--- src/sv/wrr_pkg.sv ---
`timescale 1ns / 1ps
// Shared types and constants for the weighted round-robin picker.
// Used by wrr_ctrl, wrr_datapath and weighted_round_robin_picker; no dependencies.
package wrr_pkg;

  // Fixed widths of the item fields and the configuration port
  localparam int MAX_REQ        = 8;
  localparam int IDX_BITS       = 3;
  localparam int CNT_BITS       = 4;
  localparam int POS_BITS       = 4;
  localparam int FIELD_BITS     = 8;
  localparam int TRY_BITS       = 5;
  localparam int CFG_DATA_BITS  = 64;
  localparam int CFG_INDEX_BITS = 2;

  // Position value meaning "before the first requester"
  localparam logic [POS_BITS-1:0] POS_NONE = 4'd15;

  // Register reset values
  localparam logic [CFG_DATA_BITS-1:0] WEIGHTS_RESET = 64'h0101_0101_0101_0101;
  localparam logic [CNT_BITS-1:0]      COUNT_RESET   = 4'd8;

  // Register indexes
  localparam logic [CFG_INDEX_BITS-1:0] CFG_WEIGHTS = 2'd0;
  localparam logic [CFG_INDEX_BITS-1:0] CFG_COUNT   = 2'd1;

  typedef struct packed {
    logic [7:0]          runnable_mask;
    logic [IDX_BITS-1:0] current_index;
    logic                current_is_idle;
    logic [IDX_BITS-1:0] previous_index;
    logic                current_has_budget;
  } in_item_t;

  typedef struct packed {
    logic                granted;
    logic [IDX_BITS-1:0] grant_index;
  } out_item_t;

  // Commands from the controller to the datapath
  typedef struct packed {
    logic derive_clear;
    logic derive_load;
    logic gcd_step;
    logic item_load;
    logic decide;
    logic walk_step;
    logic out_load;
  } cmd_t;

  // Status from the datapath to the controller
  typedef struct packed {
    logic gcd_done;
    logic derive_last;
    logic fast_keep;
    logic sum_zero;
    logic walk_done;
  } status_t;

endpackage

--- src/sv/weighted_round_robin_picker.sv ---
`timescale 1ns / 1ps
// Interleaved weighted round-robin picker, top level.
// Depends on wrr_pkg, wrr_ctrl and wrr_datapath.
//
// Usage:
//   Decision requests enter on in_valid/in_ready with an in_item; one result
//   per request leaves on out_valid/out_ready as an out_item (granted, index).
//   The user writes weights and the requester count through cfg_we/cfg_index/
//   cfg_data only while no request is in flight; the block has no check.
// Request flow:
//   For a kept requester, or all weights zero, DECIDE goes straight to FINISH,
//   which loads the result and raises out_valid. Otherwise the walk visits one
//   position per cycle and gives up after 2*count+1 positions without a hit.
//   The next request is accepted the cycle after the result is registered,
//   even while it waits at the output; a new request waits until then.
// Reset and configuration:
//   After reset, and after any write to the weights or count register, max, gcd
//   and sum are derived again: per requester a load step, then subtraction
//   steps of the gcd at one step per cycle; in_ready stays low meanwhile.
// Stalls: while out_ready is low the result holds in the output register
//   and a further finished result waits inside the block.
module weighted_round_robin_picker #(
  parameter int REQUESTERS  = 8,
  parameter int WEIGHT_BITS = 8
) (
  input  logic                               clk,
  input  logic                               rst,
  input  logic                               in_valid,
  output logic                               in_ready,
  input  wrr_pkg::in_item_t                  in_item,
  output logic                               out_valid,
  input  logic                               out_ready,
  output wrr_pkg::out_item_t                 out_item,
  input  logic                               cfg_we,
  input  logic [wrr_pkg::CFG_INDEX_BITS-1:0] cfg_index,
  input  logic [wrr_pkg::CFG_DATA_BITS-1:0]  cfg_data
);

  wrr_pkg::cmd_t    cmd;
  wrr_pkg::status_t status;

  wrr_ctrl u_ctrl (
    .clk       (clk),
    .rst       (rst),
    .in_valid  (in_valid),
    .in_ready  (in_ready),
    .out_valid (out_valid),
    .out_ready (out_ready),
    .cfg_we    (cfg_we),
    .cfg_index (cfg_index),
    .status    (status),
    .cmd       (cmd)
  );

  wrr_datapath #(
    .REQUESTERS  (REQUESTERS),
    .WEIGHT_BITS (WEIGHT_BITS)
  ) u_datapath (
    .clk       (clk),
    .rst       (rst),
    .cfg_we    (cfg_we),
    .cfg_index (cfg_index),
    .cfg_data  (cfg_data),
    .in_item   (in_item),
    .cmd       (cmd),
    .status    (status),
    .out_item  (out_item)
  );

`ifndef NO_ASSERTIONS
  // Commands are mutually exclusive
  a_cmd_onehot: assert property (@(posedge clk) disable iff (rst)
    $onehot0({cmd.derive_clear, cmd.derive_load, cmd.gcd_step, cmd.item_load,
              cmd.decide, cmd.walk_step, cmd.out_load}))
    else $error("controller issued more than one command");

  // An accepted item is decided in the next cycle
  a_accept_decide: assert property (@(posedge clk) disable iff (rst)
    in_valid && in_ready && !cfg_we |=> cmd.decide)
    else $error("accepted item not decided");

  // A result is loaded only into a free or draining output register
  a_out_free: assert property (@(posedge clk) disable iff (rst)
    cmd.out_load |-> (!out_valid || out_ready))
    else $error("result overwrote a pending item");

  // An idle result carries index zero
  a_idle_index: assert property (@(posedge clk) disable iff (rst)
    out_valid && !out_item.granted |-> out_item.grant_index == '0)
    else $error("idle result with nonzero index");
`endif

endmodule

--- src/sv/wrr_ctrl.sv ---
`timescale 1ns / 1ps
// Controller of the weighted round-robin picker: sequences derivation, decision and walk.
// Depends on wrr_pkg for the command and status structs.
module wrr_ctrl (
  input  logic                               clk,
  input  logic                               rst,
  input  logic                               in_valid,
  output logic                               in_ready,
  output logic                               out_valid,
  input  logic                               out_ready,
  input  logic                               cfg_we,
  input  logic [wrr_pkg::CFG_INDEX_BITS-1:0] cfg_index,
  input  wrr_pkg::status_t                   status,
  output wrr_pkg::cmd_t                      cmd
);

  typedef enum logic [2:0] {
    S_DCLEAR,
    S_DLOAD,
    S_DGCD,
    S_IDLE,
    S_DECIDE,
    S_WALK,
    S_FINISH
  } state_t;

  state_t state;
  state_t state_next;
  logic   cfg_hit;

  assign cfg_hit  = cfg_we && (cfg_index == wrr_pkg::CFG_WEIGHTS ||
                               cfg_index == wrr_pkg::CFG_COUNT);
  assign in_ready = (state == S_IDLE);

  // Next state and commands
  always_comb begin
    cmd        = '0;
    state_next = state;
    unique case (state)
      S_DCLEAR: begin
        cmd.derive_clear = 1'b1;
        state_next       = S_DLOAD;
      end
      S_DLOAD: begin
        cmd.derive_load = 1'b1;
        state_next      = S_DGCD;
      end
      S_DGCD: begin
        cmd.gcd_step = 1'b1;
        if (status.gcd_done) begin
          state_next = status.derive_last ? S_IDLE : S_DLOAD;
        end
      end
      S_IDLE: begin
        if (in_valid) begin
          cmd.item_load = 1'b1;
          state_next    = S_DECIDE;
        end
      end
      S_DECIDE: begin
        cmd.decide = 1'b1;
        state_next = (status.fast_keep || status.sum_zero) ? S_FINISH : S_WALK;
      end
      S_WALK: begin
        cmd.walk_step = 1'b1;
        if (status.walk_done) begin
          state_next = S_FINISH;
        end
      end
      S_FINISH: begin
        if (!out_valid || out_ready) begin
          cmd.out_load = 1'b1;
          state_next   = S_IDLE;
        end
      end
      default: state_next = S_DCLEAR;
    endcase
    // A write to the weights or count register restarts the derivation of max, gcd and sum
    if (cfg_hit) begin
      state_next = S_DCLEAR;
    end
  end

  // Hold state and the output valid flag
  always_ff @(posedge clk) begin
    if (rst) begin
      state     <= S_DCLEAR;
      out_valid <= 1'b0;
    end else begin
      state <= state_next;
      if (cmd.out_load) begin
        out_valid <= 1'b1;
      end else if (out_ready) begin
        out_valid <= 1'b0;
      end
    end
  end

endmodule

--- src/sv/wrr_datapath.sv ---
`timescale 1ns / 1ps
// Datapath of the weighted round-robin picker: registers, weight derivation and walk step.
// Depends on wrr_pkg; driven by the commands of wrr_ctrl.
module wrr_datapath #(
  parameter int REQUESTERS  = 8,
  parameter int WEIGHT_BITS = 8
) (
  input  logic                               clk,
  input  logic                               rst,
  input  logic                               cfg_we,
  input  logic [wrr_pkg::CFG_INDEX_BITS-1:0] cfg_index,
  input  logic [wrr_pkg::CFG_DATA_BITS-1:0]  cfg_data,
  input  wrr_pkg::in_item_t                  in_item,
  input  wrr_pkg::cmd_t                      cmd,
  output wrr_pkg::status_t                   status,
  output wrr_pkg::out_item_t                 out_item
);

  localparam int SUM_BITS = WEIGHT_BITS + $clog2(REQUESTERS);

  // Configuration and walk state
  logic [wrr_pkg::CFG_DATA_BITS-1:0] weights;
  logic [wrr_pkg::CNT_BITS-1:0]      req_count;
  logic [wrr_pkg::POS_BITS-1:0]      position;
  logic [WEIGHT_BITS-1:0]            cur_weight;
  logic [SUM_BITS-1:0]               served_count;

  // Derived values and gcd working pair
  logic [wrr_pkg::IDX_BITS-1:0] dk;
  logic [WEIGHT_BITS-1:0]       wmax;
  logic [WEIGHT_BITS-1:0]       gcd_val;
  logic [SUM_BITS-1:0]          sum;
  logic [WEIGHT_BITS-1:0]       ga;
  logic [WEIGHT_BITS-1:0]       gb;

  // Per-item registers
  wrr_pkg::in_item_t            item;
  wrr_pkg::out_item_t           res;
  logic [SUM_BITS-1:0]          sel;
  logic [wrr_pkg::TRY_BITS-1:0] tries;

  logic [wrr_pkg::CNT_BITS-1:0] n;
  logic [WEIGHT_BITS-1:0]       wt [wrr_pkg::MAX_REQ];
  logic [WEIGHT_BITS-1:0]       wd;
  logic [wrr_pkg::IDX_BITS-1:0] from_idx;
  logic [wrr_pkg::POS_BITS-1:0] p_inc;
  logic [wrr_pkg::POS_BITS-1:0] p;
  logic [WEIGHT_BITS-1:0]       cw_dec;
  logic [WEIGHT_BITS-1:0]       cw_new;
  logic [WEIGHT_BITS-1:0]       wp;
  logic                         hit;
  logic                         runnable;
  logic                         back_home;
  logic [SUM_BITS-1:0]          served_inc;
  logic                         cycle_end;
  logic [SUM_BITS-1:0]          sel_inc;
  logic                         sel_last;
  logic [wrr_pkg::TRY_BITS-1:0] tries_inc;
  logic                         tries_last;

  // Clamp the requester count to 1..REQUESTERS
  always_comb begin
    if (req_count == '0) begin
      n = 4'd1;
    end else if (req_count > wrr_pkg::CNT_BITS'(REQUESTERS)) begin
      n = wrr_pkg::CNT_BITS'(REQUESTERS);
    end else begin
      n = req_count;
    end
  end

  // Unpack weights; requesters not taking part read as zero
  always_comb begin
    for (int k = 0; k < wrr_pkg::MAX_REQ; k++) begin
      if (k < REQUESTERS && wrr_pkg::CNT_BITS'(k) < n) begin
        wt[k] = weights[wrr_pkg::FIELD_BITS*k +: WEIGHT_BITS];
      end else begin
        wt[k] = '0;
      end
    end
  end

  assign wd = wt[dk];

  // Subtractive gcd finishes when either side is zero or both agree
  assign status.gcd_done    = (gb == '0) || (ga == '0) || (ga == gb);
  assign status.derive_last = (dk == wrr_pkg::IDX_BITS'(REQUESTERS - 1));
  assign status.sum_zero    = (sum == '0);
  assign status.fast_keep   = !item.current_is_idle &&
                              ({1'b0, item.current_index} < n) &&
                              item.runnable_mask[item.current_index] &&
                              item.current_has_budget &&
                              (wt[item.current_index] != '0);

  // One position of the interleaved walk
  assign from_idx   = item.current_is_idle ? item.previous_index : item.current_index;
  assign p_inc      = (position >= n) ? '0 : position + 4'd1;
  assign p          = (p_inc >= n) ? '0 : p_inc;
  assign cw_dec     = (cur_weight <= gcd_val) ? wmax : cur_weight - gcd_val;
  assign cw_new     = (p == '0) ? cw_dec : cur_weight;
  assign wp         = wt[p[wrr_pkg::IDX_BITS-1:0]];
  assign hit        = (wp != '0) && (wp >= cw_new);
  assign runnable   = item.runnable_mask[p[wrr_pkg::IDX_BITS-1:0]];
  assign back_home  = (p[wrr_pkg::IDX_BITS-1:0] == from_idx);
  assign served_inc = served_count + 1'b1;
  assign cycle_end  = (served_inc >= sum);
  assign sel_inc    = sel + 1'b1;
  assign sel_last   = (sel_inc == sum);
  assign tries_inc  = tries + 1'b1;
  assign tries_last = (tries_inc == {n, 1'b1});

  assign status.walk_done = hit ? (runnable || back_home || sel_last) : tries_last;

  // Configuration registers and walk state
  always_ff @(posedge clk) begin
    if (rst) begin
      weights      <= wrr_pkg::WEIGHTS_RESET;
      req_count    <= wrr_pkg::COUNT_RESET;
      position     <= wrr_pkg::POS_NONE;
      cur_weight   <= '0;
      served_count <= '0;
    end else begin
      if (cmd.walk_step) begin
        if (hit && cycle_end) begin
          position     <= wrr_pkg::POS_NONE;
          cur_weight   <= '0;
          served_count <= '0;
        end else begin
          position   <= p;
          cur_weight <= cw_new;
          if (hit) begin
            served_count <= served_inc;
          end
        end
      end
      if (cfg_we) begin
        unique case (cfg_index)
          wrr_pkg::CFG_WEIGHTS: begin
            weights      <= cfg_data;
            position     <= wrr_pkg::POS_NONE;
            cur_weight   <= '0;
            served_count <= '0;
          end
          wrr_pkg::CFG_COUNT: begin
            req_count    <= cfg_data[wrr_pkg::CNT_BITS-1:0];
            position     <= wrr_pkg::POS_NONE;
            cur_weight   <= '0;
            served_count <= '0;
          end
          default: ;
        endcase
      end
    end
  end

  // Derivation, item and result registers
  always_ff @(posedge clk) begin
    if (cmd.derive_clear) begin
      dk      <= '0;
      wmax    <= '0;
      gcd_val <= '0;
      sum     <= '0;
    end
    if (cmd.derive_load) begin
      if (wd > wmax) begin
        wmax <= wd;
      end
      sum <= sum + SUM_BITS'(wd);
      ga  <= gcd_val;
      gb  <= wd;
    end
    if (cmd.gcd_step) begin
      if (status.gcd_done) begin
        gcd_val <= (ga == '0) ? gb : ga;
        dk      <= dk + 1'b1;
      end else if (ga > gb) begin
        ga <= ga - gb;
      end else begin
        gb <= gb - ga;
      end
    end
    if (cmd.item_load) begin
      item <= in_item;
    end
    if (cmd.decide) begin
      sel   <= '0;
      tries <= '0;
      if (status.fast_keep) begin
        res <= '{granted: 1'b1, grant_index: item.current_index};
      end else begin
        res <= '0;
      end
    end
    if (cmd.walk_step) begin
      if (hit) begin
        sel   <= sel_inc;
        tries <= '0;
      end else begin
        tries <= tries_inc;
      end
      if (hit && runnable) begin
        res <= '{granted: 1'b1, grant_index: p[wrr_pkg::IDX_BITS-1:0]};
      end else begin
        res <= '0;
      end
    end
    if (cmd.out_load) begin
      out_item <= res;
    end
  end

endmodule
--- config.mk ---
export PLATFORM = sky130hd
export DESIGN_NAME = weighted_round_robin_picker
export DESIGN_NICKNAME = d
export VERILOG_FILES = /design/src/sv/wrr_pkg.sv /design/src/sv/weighted_round_robin_picker.sv /design/src/sv/wrr_ctrl.sv /design/src/sv/wrr_datapath.sv
export SDC_FILE = /design/constraint.sdc
export NUM_CORES = 1
export LEC_CHECK = 0
export BUFFER_PORTS_ARGS = -buffer_cell sky130_fd_sc_hd__buf_2
export CORE_MARGIN = 3
export CORE_UTILIZATION = 55
export CTS_CLUSTER_DIAMETER = 150
export CTS_CLUSTER_SIZE = 12
export DETAILED_ROUTE_END_ITERATION = 10
export PLACE_DENSITY_LB_ADDON = 0.3
export SLEW_MARGIN = 20
export SYNTH_ARGS = -nofsm -noshare
export SYNTH_HDL_FRONTEND = slang
export SYNTH_HIERARCHICAL = 1
export SYNTH_SLANG_ARGS = --single-unit
--- constraint.sdc ---
create_clock -name clk -period 7 [get_ports clk]
set_input_delay 0.35 -clock clk [delete_from_list [all_inputs] [get_ports clk]]
set_output_delay 0.35 -clock clk [all_outputs]
set_load 0.02 [all_outputs]
Word level (Yosys, flattened, before mapping)
Index checks and enable logic that the tools add are counted.
{"block": "word_totals", "reg_bits": 181, "inputBits": 87, "out_inout_bits": 6, "elab_cells": 198}
{"block": "op_classes", "add_sub_neg": 9, "n_lt_le_gt_ge": 22, "eq_ne": 16, "n_mux": 90, "bitwise": 3, "n_reduce_logical": 34}
{"cell": "$mux 8", "count": 35}
{"cell": "$mux 11", "count": 10}
{"cell": "$bmux 8 s3", "count": 3}
{"cell": "$mux 4", "count": 12}
{"cell": "$mux 3", "count": 8}
{"cell": "$sub 8x8->8", "count": 3}
{"cell": "$add 11x1->11 const B", "count": 2}
{"cell": "$pmux 3 s7", "count": 1}
{"cell": "$gt 8x8->1", "count": 2}
{"cell": "$logic_not 8->1", "count": 2}
{"cell": "$lt 3x4->1 const A", "count": 4}
{"cell": "$reduce_bool 8->1", "count": 2}
{"cell": "$mux 5", "count": 3}
{"cell": "$mux 1", "count": 14}
{"cell": "$eq 3x3->1 const B", "count": 4}
{"cell": "$ge 4x4->1 const B", "count": 3}
{"cell": "$not 3->4", "count": 3}
{"cell": "$add 11x8->11", "count": 1}
{"cell": "$eq 11x11->1", "count": 1}
{"cell": "$ge 11x11->1", "count": 1}
{"cell": "$logic_not 11->1", "count": 1}
{"cell": "$eq 8x8->1", "count": 1}
{"cell": "$ge 4x4->1", "count": 2}
{"cell": "$ge 8x8->1", "count": 1}
{"cell": "28 further kinds", "count": 55}

Depth between registers and ports, before layout
{"block": "logic_depth", "ltp_word": 18, "mapped_depth": 32, "mapped_depth_nobuf": 29}

By module
The synthesis kept the hierarchy.
{"mod": "wrr_datapath", "instances": 1, "cells_per_inst": 1423, "area_per_inst_um2": 11577.4, "seq_area_each_um2": 3943.8}
{"mod": "wrr_ctrl", "instances": 1, "cells_per_inst": 45, "area_per_inst_um2": 336.6, "seq_area_each_um2": 80.1}

Worst setup path before layout
No wires, ideal clock.
{"block": "synth_path", "kind": "flip-flop to flip-flop", "startpoint": "reg u_datapath/req_count[3] (netlist bit)", "endpoint": "reg u_datapath.sel[5]", "setup_ns": 0.072, "arrival_time_ns": 6.285, "path_slack_ns": 0.643, "path_stages_with_launch": 31, "path_buffers": 5, "period_less_slack_ns": 6.357, "cell_sequence": "dfxtp_1 > clkbuf_1 > clkbuf_1 > nor2_1 > ha_1 > nand2b_4 > a2111o_1 > a21oi_1 > buf_2 > inv_2 > ha_1 > nor2b_1 > o21ai_1 > a221oi_2 > buf_4 > nand3_1 > o21a_1 > a211oi_2 > inv_1 > ha_1 > nand2b_1 > a21o_1 > a21o_1 > a211o_1 > a21oi_1 > o21ai_1 > nand2_1 > a31oi_2 > buf_6 > mux2_1 > mux2i_1"}
{"block": "synth_between", "elab_chain_len": 15, "elab_cells_between_ends": 35, "cone_classes": "order compare: 12; mux: 18; bitwise: 1; reduce/logical: 4"}
{"item": "from (decl)", "line": "wrr_datapath.sv:23", "text": "logic [wrr_pkg::CNT_BITS-1:0] req_count;"}
{"item": "from (signal assigned)", "line": "wrr_datapath.sv:118", "text": "req_count <= wrr_pkg::COUNT_RESET;"}
{"item": "from (signal assigned)", "line": "wrr_datapath.sv:145", "text": "req_count <= cfg_data[wrr_pkg::CNT_BITS-1:0];"}
{"item": "$gt 4x4->1", "line": "wrr_datapath.sv:65", "text": "end else if (req_count > wrr_pkg::CNT_BITS'(REQUESTERS)) begin"}
{"item": "$mux 4", "line": "wrr_datapath.sv:65"}
{"item": "$mux 4 (*)", "line": "wrr_datapath.sv:63", "text": "if (req_count == '0) begin"}
{"item": "$ge 4x4->1", "line": "wrr_datapath.sv:97", "text": "assign p_inc = (position >= n) ? '0 : position + 4'd1;"}
{"item": "$mux 4", "line": "wrr_datapath.sv:97"}
{"item": "$ge 4x4->1", "line": "wrr_datapath.sv:98", "text": "assign p = (p_inc >= n) ? '0 : p_inc;"}
{"item": "$mux 4", "line": "wrr_datapath.sv:98"}
{"item": "$not 3->4 (implied by the code)", "line": "wrr_datapath.sv:101", "text": "assign wp = wt[p[wrr_pkg::IDX_BITS-1:0]];"}
{"item": "$bmux 8 s3", "line": "wrr_datapath.sv:101"}
{"item": "$mux 8 (implied by the code) (2 in a row)", "line": "wrr_datapath.sv:101"}
{"item": "$ge 8x8->1 / $reduce_bool 8->1 (equally long branches)", "line": "wrr_datapath.sv:102", "text": "assign hit = (wp != '0) && (wp >= cw_new);"}
{"item": "$logic_and 1x1->1 (*)", "line": "wrr_datapath.sv:102"}
{"item": "$mux 11 (*)", "line": "wrr_datapath.sv:195", "text": "if (hit) begin"}
{"item": "$mux 11 (*)", "line": "wrr_datapath.sv:194", "text": "if (cmd.walk_step) begin"}
{"item": "to (signal assigned)", "line": "wrr_datapath.sv:196", "text": "sel <= sel_inc;"}
{"item": "to (decl)", "line": "wrr_datapath.sv:39", "text": "logic [SUM_BITS-1:0] sel;"}
Every way passes the cells marked *; elsewhere a longest branch is shown, timed or not. The select of a mux whose other input is x is not followed.
A chain may end at the register's enable or synchronous reset.

Worst setup path after layout
{"block": "layout_path", "startpoint": "reg u_datapath/req_count[1] (netlist bit)", "endpoint": "reg u_datapath.sel[5]"}
Same word-level chain as after synthesis.

==> out/results.ini <==
[place]
dpl.hpwl_microns=25200
dp_slack_ns=0.232
io_buffer_count=92
gp_congestion=1.11

[critical_path]
crit_top_cell=nor2_1
critical_path.slowest_cell=a2111o_1
regToRegStartpoint=u_datapath/req_count[1]$_SDFFE_PP0P_
critical_path_class=flip-flop to flip-flop
slowest_delay_ns=0.54
r2r_cells=27
critPathCaptureType=flip-flop
rr_endpoint=u_datapath/sel[5]$_DFF_P_
crit_required_ns=7.37
crit_fanout=28
reg2reg_slack_ns=0.39
cp-start-kind=flip-flop
crit_arrival_ns=6.98

[global_routing]
use_met3=0.0501
gr-total-overflow=0
grt_max_degree=74
antenna_found_initial=2
grt_pass1_wl_microns=53400
grt_pass1_vias=10200
use_met2=0.453
gr-usage-all-layers=0.278
top_usage_layer=met2
grt.met1_usage=0.370

[layout]
fillers=1837
seq_area_sq_um=4020
multiInputGateArea_sq_um=7280
nets=1683
fin_util=0.624
area_growth_pct=10.8
layout-drive-gt1-share=0.127

[outcome]
status=finished, final reports clean

[synthesis]
syn_area_sq_um=11900
avgSynthCellArea_sq_um=8.12
ys_seq_area_frac=0.338
syn-num-nets=1633
synth_seq_cells=181
synth_edf_count=40
async_reset_ff_frac=0
ys_types=82
synth_flop_cell=dfxtp_1
yosysWarnings=6
syn-instance-count=1468

[route]
firstDrtPassIters=6
detail-route-antenna-nets=0
routed_wirelength_microns=33700
vias_per_cell=6.13
drc=0
avgRoutedWirePerCell_microns=18.6
vias=11100
drt_iter0_markers=1087

[clock_tree]
clock_path_buffers=2
cts.sinks=181
ctsHoldBuffers=0
numCtsBuffers=17
htree_levels=4
cts_tree=yes
cts-root-buf=clkbuf_16
clkTransAtPathRegs_ns=0.08
worstSkewPairLatency_ns=0.45

[sta]
maxSlewViolCount=0
timing_hold_violations_final=0
clock.fmax_mhz=151
period_share=0.945
fin_ws_ns=0.385
fin_crit_ns=6.61
max_slew.worst_pin.slew_ns=1.05
relSlewSlack=0.298
skew_ns=0.0174
setup_viol=0

[min_path]
worstHoldStart=in_item[2]
whs_path_depth=1
whs_endpoint=u_datapath/item[2]$_DFFE_PP_
hp-class=primary input to flip-flop

[floorplan]
die_x_microns=153
core_area_sq_um=21200
die_h_microns=153
design.die.area_sq_um=23500
start_util=0.563
io_pins=93
num_rows=53

[flow_run]
maxCapViolations=0

[power_and_ir_drop]
power.density_nw_per_um2=305
ir_drop_v=0.000175
p_total_mw=4.03
p_leak_nw=5.26

state kept, by name (all words and copies together), names as in the netlist:
| name | flops |
|---|---|
| u_datapath/cur_weight | 8 |
| u_datapath/out_item | 4 |
| u_datapath/sel | 11 |
| u_datapath/wmax | 8 |
| u_datapath/tries | 5 |
| u_datapath/sum | 11 |
| u_datapath/served_count | 11 |
| u_datapath/req_count | 4 |
| u_datapath/gcd_val | 8 |
| u_datapath/position | 4 |
| u_datapath/res | 4 |
| u_ctrl/out_valid | 1 |
| u_ctrl/state | 3 |
| u_datapath/item | 16 |
| u_datapath/weights | 64 |
| u_datapath/dk | 3 |
| u_datapath/gb | 8 |
| u_datapath/ga | 8 |
power breakdown:
group,internal [mW],switching (mW)
clock,0.481,0.487
sequential,1.21,0.192
combinational,0.722,0.937
layout make-up:
class                      count  share of cell area
multi-input combinational   1118               0.552
sequential                   181               0.305
timing repair buffer         118              0.0497
clock buffer                  18              0.0325
tap                          275              0.0261
inverter                      82              0.0233
clock inverter                14              0.0119
antenna                        1            0.000190
routing by layer:
layer  up-vias  routed length [microns]  part of all wire
met2       396                    15900              0.47
met3        87                     1940             0.058
met1      5280                    14600              0.43
met5         -                       13           0.00039
li1       5308                        -                 -
met4         2                     1230             0.037
cell usage after synthesis (24+ instances only):
| library cell | count | share of area |
|---|---|---|
| edfxtp_1 | 40 | 0.10 |
| nor2_1 | 58 | 0.018 |
| nand2_1 | 256 | 0.081 |
| a21oi_1 | 122 | 0.051 |
| dfxtp_1 | 141 | 0.24 |
| nand2b_1 | 25 | 0.013 |
| xnor2_1 | 35 | 0.026 |
| a31oi_1 | 24 | 0.013 |
| inv_1 | 80 | 0.025 |
| ha_1 | 74 | 0.078 |
| mux2i_1 | 35 | 0.029 |
| o21ai_0 | 84 | 0.035 |
| clkbuf_1 | 69 | 0.022 |
| nand3_1 | 51 | 0.021 |
layout by cell type, fill, tap and decap left out, types with 18 or more instances in the layout:
cell / synthesis / layout
nor4_1: 22 / 22
o21ai_0: 84 / 84
a31oi_1: 24 / 24
nand2b_1: 25 / 24
buf_2: 7 / 92
dfxtp_1: 141 / 141
and3_1: 18 / 18
ha_1: 74 / 74
buf_4: 4 / 26
inv_1: 80 / 80
nand3_1: 51 / 51
mux2i_1: 35 / 35
xor2_1: 23 / 23
nand3b_1: 19 / 19
xnor2_1: 35 / 35
nand2_1: 256 / 256
nor3_1: 23 / 23
edfxtp_1: 40 / 40
a21oi_1: 122 / 122
nor2b_1: 18 / 18
nor2_1: 58 / 57
a21o_1: 20 / 20
stage by stage:
| step | setup TNS [ns] | instance area (sq um) | hold WS [ns] | instances |
|---|---|---|---|---|
| final | 0 | 13200 | 0.0744 | 1807 |
| after global routing | -0.0864 | 13200 | 0.0608 | 1806 |
| after detailed placement | 0 | 12500 | 0.410 | 1770 |
| after global placement | 0 | 12500 | 0.413 | 1770 |
| after CTS | 0 | 13100 | 0.0622 | 1802 |
| after floorplan | 0 | 11900 | 0.400 | 1468 |
cells by family after synthesis:
| kind of cell | after synthesis | share of synthesized area |
|---|---|---|
| and+or+nand+nor | 551 | 0.225 |
| AOI/OAI and AO/OA | 380 | 0.202 |
| DFF | 181 | 0.338 |
| buffers and inverters | 169 | 0.0565 |
| adders and majority gates | 78 | 0.0844 |
| xor gates and xnor gates | 58 | 0.0426 |
| muxes | 51 | 0.0521 |
critical path: cells and delay by family, from the launching register on:
kind / cells / cell delay, ns
buffers and inverters: 2 / 0.33
DFF: 1 / 0.41
muxes: 2 / 0.46
AOI/OAI and AO/OA: 11 / 2.82
and+or+nand+nor: 9 / 1.72
adders and majority gates: 3 / 0.78
how the worst max path moves through the flow:
| stage | slack [ns] | start | to | depth (start not counted) |
|---|---|---|---|---|
| after floorplan | 0.64 | u_datapath/req_count[3]$_SDFFE_PP1P_ | u_datapath/sel[5]$_DFF_P_ | 30 |
| after global placement | 0.46 | u_datapath/req_count[1]$_SDFFE_PP0P_ | u_datapath/sel[2]$_DFF_P_ | 28 |
| after detailed placement | 0.23 | u_datapath/req_count[1]$_SDFFE_PP0P_ | u_datapath/sel[6]$_DFF_P_ | 28 |
| after CTS | 0.19 | u_datapath/req_count[1]$_SDFFE_PP0P_ | u_datapath/sel[6]$_DFF_P_ | 28 |
| after global routing | -0.05 | u_datapath/req_count[1]$_SDFFE_PP0P_ | u_datapath/sel[5]$_DFF_P_ | 26 |
| final | 0.39 | u_datapath/req_count[1]$_SDFFE_PP0P_ | u_datapath/sel[5]$_DFF_P_ | 27 |
timing repair:
item | CTS | global route
gates resized for setup | 0 | 6
endpoints found under the setup margin | 0 | 40
hold endpoints to repair | 0 | 0
buffers inserted | 0 | 4
Note: power is estimated with default switching activity, not from simulation.
